--- src/rtl/core/pdb_pkg.sv ---
`timescale 1ns / 1ps

package pdb_pkg;

  // Coordinate width, 1/4096 m units, two's complement
  localparam int CoordBits = 16;
  localparam int ColorBits = 24;
  // Distance, length and offset registers
  localparam int DistBits  = 12;

  localparam logic [DistBits-1:0]  LenMax   = 12'd2048;
  localparam logic [ColorBits-1:0] DimGreen = 24'h000300;

  // Configuration register indexes
  typedef enum logic [1:0] {
    CFG_DASHES_ENABLED = 2'd0,
    CFG_ON_LENGTH      = 2'd1,
    CFG_OFF_LENGTH     = 2'd2,
    CFG_START_OFFSET   = 2'd3
  } pdb_cfg_idx_t;

  typedef struct packed {
    logic signed [CoordBits-1:0] pos_x;
    logic signed [CoordBits-1:0] pos_y;
    logic [ColorBits-1:0]        color_in;
    logic                        line_start;
  } pdb_in_t;

  typedef struct packed {
    logic signed [CoordBits-1:0] out_x;
    logic signed [CoordBits-1:0] out_y;
    logic [ColorBits-1:0]        color_out;
    logic                        blanked;
  } pdb_out_t;

endpackage

--- src/rtl/core/polyline_dash_blanker.sv ---
`timescale 1ns / 1ps

// Dash pattern blanker for laser polylines.
// Input channel in_valid / in_stall / in_data carries one point per transfer;
// output channel out_valid / out_stall / out_data returns the same point,
// recolored dim green when it falls in a dark gap of the dash pattern.
// The config channel (cfg_valid / cfg_ready / cfg_index / cfg_data) writes
// dashes_enabled, on_length, off_length and start_offset; cfg_ready is
// always high. Write it only while no point is in flight.
// A point's result is registered on the edge that takes the point.
// After a point the running distance is updated serially. A line start
// with a nonzero period reduces the 12-bit start offset modulo the period.
// An active dashed point runs bit-serial squaring of the deltas, then a
// radix-4 square root with the root reduced modulo the period bit by bit,
// while the old distance is reduced alongside, and then folds in the old
// distance. Other points need no serial work.
// The next point is taken once that work ends and the output register is
// free or being emptied; a stalled output therefore holds off the input.
// Reset (synchronous, rst_n low) clears the distance and the previous
// point, empties the output and loads the register reset values.
module polyline_dash_blanker
  import pdb_pkg::*;
(
  input  logic                clk,
  input  logic                rst_n,
  input  logic                in_valid,
  output logic                in_stall,
  input  pdb_in_t             in_data,
  output logic                out_valid,
  input  logic                out_stall,
  output pdb_out_t            out_data,
  input  logic                cfg_valid,
  output logic                cfg_ready,
  input  logic [1:0]          cfg_index,
  input  logic [DistBits-1:0] cfg_data
);

  localparam int SqW     = 2 * CoordBits + 2;  // dx^2 + dy^2, padded to pairs
  localparam int RootW   = CoordBits + 1;
  localparam int RemW    = CoordBits + 2;
  localparam int TrialW  = RemW + 2;
  localparam int CntW    = $clog2(CoordBits + 2);
  localparam int AuxCntW = $clog2(DistBits + 1);

  typedef enum logic [4:0] {
    ST_IDLE   = 5'b00001,
    ST_OFFSET = 5'b00010,
    ST_SQUARE = 5'b00100,
    ST_ROOT   = 5'b01000,
    ST_ACCUM  = 5'b10000
  } pdb_state_t;

  // One restoring step of a serial modulo: shift in one bit, subtract once
  function automatic logic [DistBits-1:0] mod_step(input logic [DistBits-1:0] r,
                                                   input logic b,
                                                   input logic [DistBits:0] p);
    logic [DistBits:0] t;
    begin
      t = {r, b};
      if (t >= p) t = t - p;
      return t[DistBits-1:0];
    end
  endfunction

  pdb_state_t             state_r, state_nxt;
  logic                   out_valid_r, out_valid_nxt;
  pdb_out_t               out_data_r, out_data_nxt;
  logic                   en_r, en_nxt;
  logic [DistBits-1:0]    on_r, on_nxt, off_r, off_nxt, ofs_r, ofs_nxt;
  logic [DistBits-1:0]    pd_r, pd_nxt;
  logic [CoordBits-1:0]   prev_x_r, prev_x_nxt, prev_y_r, prev_y_nxt;
  logic [CoordBits-1:0]   dx_r, dx_nxt, dy_r, dy_nxt, dxs_r, dxs_nxt, dys_r, dys_nxt;
  logic [SqW-1:0]         sq_r, sq_nxt;
  logic [RemW-1:0]        rem_r, rem_nxt;
  logic [RootW-1:0]       root_r, root_nxt;
  logic [DistBits-1:0]    mod_r, mod_nxt;
  logic [CntW-1:0]        cnt_r, cnt_nxt;
  logic [DistBits-1:0]    aux_sh_r, aux_sh_nxt, aux_r, aux_nxt;
  logic [AuxCntW-1:0]     aux_cnt_r, aux_cnt_nxt;

  logic [DistBits-1:0]    on_sat, off_sat;
  logic [DistBits:0]      period;
  logic                   active, out_free, accept, blank;
  logic [CoordBits:0]     dx_raw, dy_raw;
  logic [CoordBits-1:0]   dx_mag, dy_mag;
  logic [SqW-1:0]         sq_add;
  logic [TrialW-1:0]      trial, trial_sub, trial_dif;
  logic                   root_bit;
  logic [DistBits:0]      accum;

  // Saturated lengths and the dash period
  assign on_sat  = (on_r > LenMax) ? LenMax : on_r;
  assign off_sat = (off_r > LenMax) ? LenMax : off_r;
  assign period  = {1'b0, on_sat} + {1'b0, off_sat};
  assign active  = en_r && (period != '0);

  // Handshakes
  assign out_free  = !out_valid_r || !out_stall;
  assign in_stall  = !((state_r == ST_IDLE) && out_free);
  assign accept    = in_valid && !in_stall;
  assign out_valid = out_valid_r;
  assign out_data  = out_data_r;
  assign cfg_ready = 1'b1;

  // Segment deltas, magnitudes
  assign dx_raw = {in_data.pos_x[CoordBits-1], in_data.pos_x}
                - {prev_x_r[CoordBits-1], prev_x_r};
  assign dy_raw = {in_data.pos_y[CoordBits-1], in_data.pos_y}
                - {prev_y_r[CoordBits-1], prev_y_r};
  assign dx_mag = dx_raw[CoordBits] ? CoordBits'(-dx_raw) : dx_raw[CoordBits-1:0];
  assign dy_mag = dy_raw[CoordBits] ? CoordBits'(-dy_raw) : dy_raw[CoordBits-1:0];

  assign blank = !in_data.line_start && active && (pd_r < off_sat);

  // Bit-serial squaring, MSB first: acc = 2*acc + bit*dx + bit*dy
  assign sq_add = (sq_r << 1)
                + (dxs_r[CoordBits-1] ? SqW'(dx_r) : '0)
                + (dys_r[CoordBits-1] ? SqW'(dy_r) : '0);

  // Radix-4 restoring square root step
  assign trial     = {rem_r, sq_r[SqW-1 -: 2]};
  assign trial_sub = {1'b0, root_r, 2'b01};
  assign root_bit  = (trial >= trial_sub);
  assign trial_dif = trial - trial_sub;

  // Old distance (reduced) plus root (reduced), one correction
  assign accum = {1'b0, aux_r} + {1'b0, mod_r};

  always_comb begin
    state_nxt     = state_r;
    out_valid_nxt = out_valid_r;
    out_data_nxt  = out_data_r;
    en_nxt        = en_r;
    on_nxt        = on_r;
    off_nxt       = off_r;
    ofs_nxt       = ofs_r;
    pd_nxt        = pd_r;
    prev_x_nxt    = prev_x_r;
    prev_y_nxt    = prev_y_r;
    dx_nxt        = dx_r;
    dy_nxt        = dy_r;
    dxs_nxt       = dxs_r;
    dys_nxt       = dys_r;
    sq_nxt        = sq_r;
    rem_nxt       = rem_r;
    root_nxt      = root_r;
    mod_nxt       = mod_r;
    cnt_nxt       = cnt_r;
    aux_sh_nxt    = aux_sh_r;
    aux_nxt       = aux_r;
    aux_cnt_nxt   = aux_cnt_r;

    // Configuration writes
    if (cfg_valid && cfg_ready) begin
      unique case (pdb_cfg_idx_t'(cfg_index))
        CFG_DASHES_ENABLED: en_nxt  = cfg_data[0];
        CFG_ON_LENGTH:      on_nxt  = cfg_data;
        CFG_OFF_LENGTH:     off_nxt = cfg_data;
        CFG_START_OFFSET:   ofs_nxt = cfg_data;
        default:            en_nxt  = en_r;
      endcase
    end

    // Output register
    if (accept) begin
      out_valid_nxt          = 1'b1;
      out_data_nxt.out_x     = in_data.pos_x;
      out_data_nxt.out_y     = in_data.pos_y;
      out_data_nxt.color_out = blank ? DimGreen : in_data.color_in;
      out_data_nxt.blanked   = blank;
    end else if (!out_stall) begin
      out_valid_nxt = 1'b0;
    end

    // Auxiliary serial reducer: start offset or old distance modulo period
    if (aux_cnt_r != '0) begin
      aux_nxt     = mod_step(aux_r, aux_sh_r[DistBits-1], period);
      aux_sh_nxt  = aux_sh_r << 1;
      aux_cnt_nxt = aux_cnt_r - 1'b1;
    end

    unique case (state_r)
      ST_IDLE: begin
        if (accept) begin
          prev_x_nxt = in_data.pos_x;
          prev_y_nxt = in_data.pos_y;
          if (in_data.line_start) begin
            if (period == '0) begin
              pd_nxt = '0;
            end else begin
              aux_sh_nxt  = ofs_r;
              aux_nxt     = '0;
              aux_cnt_nxt = AuxCntW'(DistBits);
              state_nxt   = ST_OFFSET;
            end
          end else if (active) begin
            dx_nxt      = dx_mag;
            dy_nxt      = dy_mag;
            dxs_nxt     = dx_mag;
            dys_nxt     = dy_mag;
            sq_nxt      = '0;
            cnt_nxt     = CntW'(CoordBits);
            aux_sh_nxt  = pd_r;
            aux_nxt     = '0;
            aux_cnt_nxt = AuxCntW'(DistBits);
            state_nxt   = ST_SQUARE;
          end
        end
      end
      ST_OFFSET: begin
        if (aux_cnt_r == '0) begin
          pd_nxt    = aux_r;
          state_nxt = ST_IDLE;
        end
      end
      ST_SQUARE: begin
        sq_nxt  = sq_add;
        dxs_nxt = dxs_r << 1;
        dys_nxt = dys_r << 1;
        cnt_nxt = cnt_r - 1'b1;
        if (cnt_r == CntW'(1)) begin
          rem_nxt   = '0;
          root_nxt  = '0;
          mod_nxt   = '0;
          cnt_nxt   = CntW'(RootW);
          state_nxt = ST_ROOT;
        end
      end
      ST_ROOT: begin
        rem_nxt  = root_bit ? trial_dif[RemW-1:0] : trial[RemW-1:0];
        root_nxt = {root_r[RootW-2:0], root_bit};
        mod_nxt  = mod_step(mod_r, root_bit, period);
        sq_nxt   = sq_r << 2;
        cnt_nxt  = cnt_r - 1'b1;
        if (cnt_r == CntW'(1)) state_nxt = ST_ACCUM;
      end
      ST_ACCUM: begin
        pd_nxt    = (accum >= period) ? DistBits'(accum - period) : accum[DistBits-1:0];
        state_nxt = ST_IDLE;
      end
      default: state_nxt = ST_IDLE;
    endcase
  end

  // Control and state registers
  always_ff @(posedge clk) begin
    if (!rst_n) begin
      state_r     <= ST_IDLE;
      out_valid_r <= 1'b0;
      en_r        <= 1'b0;
      on_r        <= '0;
      off_r       <= 12'd1024;
      ofs_r       <= '0;
      pd_r        <= '0;
      prev_x_r    <= '0;
      prev_y_r    <= '0;
      cnt_r       <= '0;
      aux_cnt_r   <= '0;
    end else begin
      state_r     <= state_nxt;
      out_valid_r <= out_valid_nxt;
      en_r        <= en_nxt;
      on_r        <= on_nxt;
      off_r       <= off_nxt;
      ofs_r       <= ofs_nxt;
      pd_r        <= pd_nxt;
      prev_x_r    <= prev_x_nxt;
      prev_y_r    <= prev_y_nxt;
      cnt_r       <= cnt_nxt;
      aux_cnt_r   <= aux_cnt_nxt;
    end
  end

  // Datapath registers
  always_ff @(posedge clk) begin
    out_data_r <= out_data_nxt;
    dx_r       <= dx_nxt;
    dy_r       <= dy_nxt;
    dxs_r      <= dxs_nxt;
    dys_r      <= dys_nxt;
    sq_r       <= sq_nxt;
    rem_r      <= rem_nxt;
    root_r     <= root_nxt;
    mod_r      <= mod_nxt;
    aux_sh_r   <= aux_sh_nxt;
    aux_r      <= aux_nxt;
  end

  // Checks
  a_state_onehot: assert property (@(posedge clk) disable iff (!rst_n)
    $onehot(state_r))
    else $error("state register not one-hot");

  a_accept_idle: assert property (@(posedge clk) disable iff (!rst_n)
    (in_valid && !in_stall) |-> (state_r == ST_IDLE))
    else $error("point taken while busy");

  a_accept_result: assert property (@(posedge clk) disable iff (!rst_n)
    (in_valid && !in_stall) |=> out_valid_r)
    else $error("taken point left no result");

  a_aux_done: assert property (@(posedge clk) disable iff (!rst_n)
    (state_r == ST_ACCUM) |-> (aux_cnt_r == '0))
    else $error("distance reduction not finished at accumulate");

  a_pd_in_range: assert property (@(posedge clk) disable iff (!rst_n)
    (state_r == ST_ACCUM) |=> (pd_r < period))
    else $error("distance left outside the period");

endmodule
--- config.mk ---
export PLATFORM = sky130hd
export DESIGN_NAME = polyline_dash_blanker
export DESIGN_NICKNAME = d
export VERILOG_FILES = /design/src/rtl/core/pdb_pkg.sv /design/src/rtl/core/polyline_dash_blanker.sv
export SDC_FILE = /design/constraint.sdc
export NUM_CORES = 1
export LEC_CHECK = 0
export ABC_AREA = 1
export BUFFER_PORTS_ARGS = -buffer_cell sky130_fd_sc_hd__buf_2
export CORE_AREA = 5 5 234 236
export CTS_CLUSTER_DIAMETER = 150
export DETAILED_ROUTE_END_ITERATION = 10
export DIE_AREA = 0 0 239 241
export GPL_TIMING_DRIVEN = 0
export PLACE_DENSITY = 0.63
export SYNTH_ARGS = -nofsm -noshare
export SYNTH_HDL_FRONTEND = slang
export SYNTH_SLANG_ARGS = --single-unit
export TNS_END_PERCENT = 30
--- constraint.sdc ---
create_clock -name clk -period 5.8 [get_ports clk]
set_clock_uncertainty 0.15 [all_clocks]
set_input_delay 0.29 -clock clk [delete_from_list [all_inputs] [get_ports clk]]
set_output_delay 0.29 -clock clk [all_outputs]
set_load 0.05 [all_outputs]
---- Word level (Yosys, flattened, before mapping) ----
Cells that the tools add are included.
cells by class
  $add $sub $neg .......................... 14
  magnitude comparators ................... 7
  eq/ne operators ......................... 20
  muxes and demuxes ....................... 66
  bitwise gates (word level) .............. 1
  reductions and logical operators ........ 30
operator list
  cell                                                            count
  12-bit 2-to-1 mux                                               22
  16-bit 2-to-1 mux                                               10
  34-bit 2-to-1 mux                                               3
  34-bit case mux with 3 select lines                             1
  34-bit by 16-bit adder with 34-bit output                       2
  16-bit case mux with 2 select lines                             2
  5-bit 2-to-1 mux                                                11
  13-bit greater-or-equal comparator                              3
  18-bit 2-to-1 mux                                               2
  12-bit case mux with 3 select lines                             1
  18-bit case mux with 2 select lines                             1
  12-bit subtractor                                               3
  17-bit case mux with 2 select lines                             1
  16-bit by 16-bit subtractor with 17-bit output                  2
  16-bit negator                                                  2
  12-bit by 12-bit adder with 13-bit output                       2
  12-bit greater-than comparator (second input constant)          2
  4-bit 2-to-1 mux                                                6
  12-bit case mux with 2 select lines                             1
  20-bit by 19-bit greater-or-equal comparator with 1-bit output  1
  5-bit case mux with 4 select lines                              1
  18-bit subtractor                                               1
  17-bit 2-to-1 mux                                               1
  5-bit case mux with 3 select lines                              1
  29 further kinds                                                56
storage, ports and cells
  flip-flop bits (word level) ............. 322
  input port bits ......................... 76
  output and inout bits ................... 60
  logic and storage cells ................. 163

---- Depth between registers and ports, before layout ----
Gate-level depths: netlist of the first run.
  depth in word-level cells ............... 10
  depth in mapped cells ................... 30
  depth with buffers taken out ............ 29

---- Least setup slack after synthesis of the first run ----
Ideal clock, no wire load.
  kind .................................... register to register
  start point ............................. reg on_r[0]
  end point ............................... reg dx_r[0], enable pin
  arrival ................................. 3.373 ns
  path slack .............................. 1.737 ns
  cell stages (with the launch flop) ...... 18
  cell sequence ........................... dfxtp_1 nor4_1 nand3_1 nand2_1 clkinv_1 nor2_1 ha_1 inv_1 fa_1 inv_1 nor2_1 nand4_1 nor2_1 nand3_1 nor2_1 nand3_2 nand3_1 clkinv_1
between the ends
  longest elaborated chain between the ends .. 6
ends and longest elaborated chain
  what                                         line                          text
  from (decl)                                  polyline_dash_blanker.sv:69   logic [DistBits-1:0] on_r, on_nxt, off_r, off_nxt, ofs_r, ofs_nxt;
  from (signal assigned)                       polyline_dash_blanker.sv:263  on_r <= on_nxt;
  12-bit greater-than comparator               polyline_dash_blanker.sv:92   assign on_sat = (on_r > LenMax) ? LenMax : on_r;
  12-bit 2-to-1 mux *                          polyline_dash_blanker.sv:92
  12-bit by 12-bit adder with 13-bit output *  polyline_dash_blanker.sv:94   assign period = {1'b0, on_sat} + {1'b0, off_sat};
  13-bit nonzero test *                        polyline_dash_blanker.sv:95   assign active = en_r && (period != '0);
  1-bit logical AND *                          polyline_dash_blanker.sv:95
  4-bit AND reduction (no source line) *       -
  to (signal assigned)                         polyline_dash_blanker.sv:277  dx_r <= dx_nxt;
  to (decl)                                    polyline_dash_blanker.sv:72   logic [CoordBits-1:0] dx_r, dx_nxt, dy_r, dy_nxt, dxs_r, dxs_nxt, dys_r, dys_nxt;
Mark *: on every way between the ends. The rest lies on a longest branch, timed or not.
A chain may end at the register's enable or synchronous reset.

---- Final worst setup path of the first run ----
  start point ............................. reg on_r[1]
  end point ............................... reg pd_r[5]
between the ends
  longest elaborated chain between the ends .. 6
ends and longest elaborated chain
  what                                                                           line                          text
  12-bit greater-than comparator                                                 polyline_dash_blanker.sv:92
  12-bit 2-to-1 mux *                                                            polyline_dash_blanker.sv:92
  12-bit by 12-bit adder with 13-bit output *                                    polyline_dash_blanker.sv:94
  12-bit subtractor, or another cell as far along                                polyline_dash_blanker.sv:238  pd_nxt = (accum >= period) ? DistBits'(accum - period) : accum[DistBits-1:0];
  12-bit 2-to-1 mux or 2-bit by 1-bit != test with 1-bit output (tied branches)  -
  12-bit case mux with 3 select lines or 5-bit AND reduction (tied branches)     -
  to (signal assigned)                                                           polyline_dash_blanker.sv:266  pd_r <= pd_nxt;
  to (decl)                                                                      polyline_dash_blanker.sv:70   logic [DistBits-1:0] pd_r, pd_nxt;
Marked as above.

==> results.yml, run 1 <==
outcome:
  run_status: "finished, final reports clean"
global_route:
  overflow: 0
  grt_pass1_wl_um: 95300
  grt_usage_pct: 20.0
  grt_max_degree: 44
  grt_pass1_vias: 18874
  antenna_found_initial: 0
sta:
  grt_setup_unrepaired: "false"
  tns_ps: 0
  worst_slack_ps: 668
  setup_viol: 0
  finalCritPeriodShare_pct: 88.5
  fmax_ghz: 0.195
  min_period_ps: 5130
  maxSlewHeadroom_pct: 41.4
  tightest_slew_ps: 872
  drv_slew: 0
  hold_viol: 0
die:
  rows: 84
  die_x_um: 239
  core-area_sq_um: 52200
  fp.dieH_um: 241
  initial_utilization_pct: 40.5
  ioPinCount: 136
  die_area_sq_um: 57600
logic_synthesis:
  syn_avg_cell_area_sq_um: 7.62
  ys_ff_latch: 322
  synthTopCellsByCount: "nand2_1 (691), inv_1 (380), nor2_1 (261)"
  ys_seq_area_share_pct: 40.1
  synth_top_area_share_pct: 28.7
  synth_enable_flop_cells: 202
  ys.flop_type: "edfxtp_1"
  synth_nets: 3016
  synth.most_common_cell: "nand2_1"
  synthTopCellsByArea: "edfxtp_1 (29%), nand2_1 (12%), dfxtp_1 (11%)"
  yosysUniqueCellTypes: 52
  async_flop_share_pct: 0
  synth_top_area_cell: "edfxtp_1"
  yosysWarnings: 0
  synth_area_sq_um: 21100
  syn_inst: 2775
clocking:
  cts_max_level: 2
  clk_path_buf_depth: 3
  clk_latency_ps: 560
  path_clk_slew_ps: 60
  clock_sinks: 322
  cts_tree: "yes"
  clockRootBuffer: "clkbuf_16"
  numCtsBuffers: 38
  post_cts_buffers: 0
power:
  p_per_area_nw_per_um2: 397
  switching_share_pct: 41.2
  p_leak_nw: 11.5
  p_seq_share_pct: 30.7
  clkPwrFrac_pct: 24.7
  combPwrFrac_pct: 44.6
  switchingPower_mw: 4.04
  total_power_mw: 9.80
  p_int_mw: 5.77
  peakVddDrop_mv: 0.302
finish:
  drive_above_1_share_pct: 7.92
  n_antenna_cell: 0
  syn2layout_area_growth_pct: 16.9
  utilization_pct: 47.3
  final_area_sq_um: 24700
  final_nets: 3265
setup_path:
  crit_fanout: 10
  critPathSlowestCell: "fa_1"
  end_kind: "flop"
  crit_path_start_kind: "flop"
  slowest_delay_ps: 400
  worstPathRequired_ps: 6090
  crit_type: "flop to flop"
  worst_ep_arrival_time_ps: 5420
  critPathMostFrequentCell: "nand2_1"
routing:
  routedWlPerCell_um: 15.7
  ant_nets: 0
  vias: 19141
  viasPerCell: 5.12
  drt_iter0_markers: 1305
  wl_um: 58600
  drc: 0
  dr.pass1.iters: 7
placed_design:
  place_area_sq_um: 22700
  gp_congestion: 0.942
  numPortBuffers: 133
  dpl_worst_slack_ps: 244
  hpwl_um: 44300
worst_hold_path:
  hold_path_class: "primary input to flop"
run:
  maxCapViolations: 0
==> critical path: cells and delay by family (launching register included) <==
family / cells / cell delay (ps)
AND/OR/NAND/NOR: 19 / 2550
adder cells (fa/ha/maj): 3 / 1000
buffers and inverters: 4 / 720
flip-flops: 1 / 330
AO/OA/AOI/OAI: 2 / 240
==> kinds of logic (layout without fill, tap and decap cells) <==
family	after synthesis	in the layout	share of synthesized area [%]
DFF	322	322	40.1
AOI/OAI and AO/OA	485	485	12.2
and+or+nand+nor	1234	1234	24.4
xor gates and xnor gates	104	104	4.35
other	1	1	0.0177
adders and majority gates	165	165	10.6
buffers and inverters	464	743	8.37
==> state kept, by name, summed over array words and instances, names as in the netlist, 16 cells and up <==
signal and flops:
out_data 57, sq_r 34, rem_r 18, root_r 17, dx_r 16, dxs_r 16, dy_r 16, dys_r 16
prev_x_r 16, prev_y_r 16
==> cell type report <==
cell class,instances,area [sq um]
tap,688,861
fill,5081,27500
clock inverter,14,138
buffer,74,305
inverter,390,1460
sequential,322,8470
multi-input combinational,1989,10900
clock buffer,56,1110
timing repair buffer,209,1460
==> cell usage in the layout, fill, tap and decap left out, drive strengths merged, types with 74 or more instances in the layout <==
master,netlist,routed
ha,142,142
clkbuf,55,111
nand2,696,696
xor2,74,74
nor2,265,265
inv,387,389
edfxtp,202,202
dfxtp,120,120
buf,19,155
a21oi,242,242
nand3,159,159
o21ai,185,185
==> per-layer routing <==
metal  GRT usage [%]  up-vias  share of wire (%)
li1                -     9642                  -
met1            27.0     8862                 46
met2            33.7      540                 46
met3            3.65       97                6.0
met4            4.74        0                2.0
met5               0        -                  0
==> path summary, 6_finish.rpt <==
kind	start	endpoint	slack, ps	cells after the start
max	on_r[1]	pd_r[5]	670	28
min	rst_n	state_r[0]	60	2
max reg2reg	on_r[1]	pd_r[5]	670	28
min reg2reg	ofs_r[9]	ofs_r[9]	310	2
==> timing repair <==
action | 4_1_cts | 5_1_grt
endpoints found under the hold margin | 126 | 0
hold buffers | 73 | 0
gates resized for setup | 0 | 0
==> power by group through the flow <==
stage               sequential (mW)  clock, mW  combinational (mW)
floorplan                      3.14          0                3.13
global placement               3.05          0                4.15
detailed placement             3.05          0                4.25
CTS                            3.01       2.47                4.32
global route                   3.04       2.58                4.93
finish                         3.01       2.42                4.37
==> through the flow <==
step | instances | hold WS [ps]
after floorplan | 2775 | 239
after global placement | 3596 | 288
after detailed placement | 3598 | 300
after CTS | 3741 | 20.6
after global routing | 3742 | 49.5
final | 3742 | 64.6
(Power assumes the default switching activity.)
==> run 2, diff against run 1 <==
--- a/config.mk
+++ b/config.mk
@@ -7,10 +7,10 @@
 export LEC_CHECK = 0
 export ABC_AREA = 1
 export BUFFER_PORTS_ARGS = -buffer_cell sky130_fd_sc_hd__buf_2
-export CORE_AREA = 5 5 234 236
+export CORE_AREA = 5 5 223 247
 export CTS_CLUSTER_DIAMETER = 150
 export DETAILED_ROUTE_END_ITERATION = 10
-export DIE_AREA = 0 0 239 241
+export DIE_AREA = 0 0 228 252
 export GPL_TIMING_DRIVEN = 0
 export PLACE_DENSITY = 0.63
 export SYNTH_ARGS = -nofsm -noshare
==> results.yml, run 2 (synthesized netlist as in run 1, its figures left out) <==
finish:
  final_area_sq_um: 24700
  n_antenna_cell: 0
  utilization_pct: 47.3
  final_nets: 3264
  final_common_cell: "nand2_1"
  final_cells: 3726
  syn2layout_area_growth_pct: 16.6
  mostFrequentLayoutCells: "nand2_1 (690), inv_1 (380), nor2_1 (261)"
  drive_above_1_share_pct: 8.00
  largest_reg_flops: 57
routing:
  routedWlPerCell_um: 15.4
  wl_um: 57400
  ant_nets: 0
  dr.pass1.iters: 5
  viasPerCell: 5.13
  drc: 0
  drt_iter0_markers: 1172
  vias: 19123
clocking:
  clock_sinks: 322
  post_cts_buffers: 0
  cts_max_level: 2
  clk_path_buf_depth: 3
  numCtsBuffers: 37
  clockRootBuffer: "clkbuf_16"
  path_clk_slew_ps: 60
  cts_tree: "yes"
  clk_latency_ps: 550
sta:
  setup_viol: 0
  maxSlewHeadroom_pct: 34.0
  min_period_ps: 4970
  worst_slack_ps: 831
  finalCritPeriodShare_pct: 85.7
  drv_slew: 0
  hold_viol: 0
  grt_setup_unrepaired: "false"
  tns_ps: 0
  hold_slack_ps: 19.4
  tightest_slew_ps: 982
  fmax_ghz: 0.201
setup_path:
  worst_ep_arrival_time_ps: 5080
  worstRegToRegCells: 23
  r2r-start: "on_r[5]"
  crit_path_start_kind: "flop"
  cp_cell_sequence: "nor4_1 -> nand3_1 -> nand2_1 -> clkinv_1 -> nor2_1 -> ha_1 -> inv_1 -> fa_1 -> xor2_1 -> ha_1 -> a21oi_1 -> o21ai_0 -> nand2_1 -> o2111ai_1 -> nand3_1 -> nor2_1 -> nor2_1 -> nand2_1 -> nand2_1 -> nand2_1 -> buf_4 -> nand2_1 -> a21oi_1"
  crit_type: "flop to flop"
  critPathSlowestCell: "xor2_1"
  slowest_delay_ps: 620
  r2r_slack_ps: 830
  critPathMostFrequentCell: "nand2_1"
  crit_fanout: 10
  worstPathRequired_ps: 5910
  end_kind: "flop"
  crit-reg2reg-capture: "mod_r[8]"
placed_design:
  hpwl_um: 44200
  dpl_worst_slack_ps: 440
  gp_congestion: 0.906
  numPortBuffers: 133
  dp_cells: 3586
  place_area_sq_um: 22700
global_route:
  grt_pass1_vias: 18987
  grt_usage_pct: 19.5
  grt_pass1_wl_um: 94300
  antenna_found_initial: 0
  overflow: 0
  grt_max_degree: 41
power:
  p_per_area_nw_per_um2: 393
  total_power_mw: 9.69
  peakVddDrop_mv: 0.256
  p_leak_nw: 11.5
worst_hold_path:
  hold_path_class: "primary input to flop"
  hold_start: "rst_n"
  min_path_cells: 3
  holdPathEnd: "prev_y_r[12]"
die:
  die_x_um: 228
  ioPinCount: 136
  fp.dieH_um: 252
  initial_utilization_pct: 40.6
  core-area_sq_um: 52100
  die_area_sq_um: 57500
  rows: 88
run:
  maxCapViolations: 0
outcome:
  run_status: "finished, final reports clean"
==> run 2: how the worst max path moves through the flow <==
stage                     slack [ps]  endpoint  startpoint
after detailed placement         440  dy_r[10]     on_r[1]
after floorplan                 1740   dx_r[0]     on_r[0]
final                            830  mod_r[8]     on_r[5]
after global routing             320   pd_r[4]     on_r[1]
after CTS                        430   dx_r[0]     on_r[1]
after global placement           490   dy_r[7]     on_r[4]
==> run 2: what timing repair did <==
action / in CTS / in global routing
gates resized for setup: 0 / 0
hold buffers: 72 / 0
endpoints found under the hold margin: 125 / 0
==> run 2: layout make-up <==
type | instances | area, sq um
clock inverter | 21 | 195
clock buffer | 46 | 1000
tap | 675 | 845
inverter | 390 | 1460
fill | 5096 | 27400
timing repair buffer | 209 | 1470
buffer | 74 | 305
sequential | 322 | 8470
multi-input combinational | 1989 | 10900
==> run 2: where the power goes <==
| part | total [mW] | switching (mW) | internal, mW |
|---|---|---|---|
| registers | 3.01 | 0.182 | 2.83 |
| logic | 4.36 | 2.85 | 1.51 |
| clock network | 2.32 | 0.962 | 1.36 |
==> run 2: layer usage <==
layer	share of wire, %	vias up	global-route usage, %	wire length (um)
li1	-	9638	-	-
met1	45	8878	25.3	25800
met2	47	504	33.7	27000
met3	5.4	103	3.43	3120
met4	2.5	0	5.27	1440
met5	0	-	0	0
==> run 2: worst max-delay path: cells and delay by family (launching register included) <==
family                     cells  cell delay (ps)
DFF                            1              320
xor gates and xnor gates       1              620
buffers and inverters          3              470
AOI/OAI and AO/OA              4              600
adders and majority gates      3             1050
and+or+nand+nor               12             1470
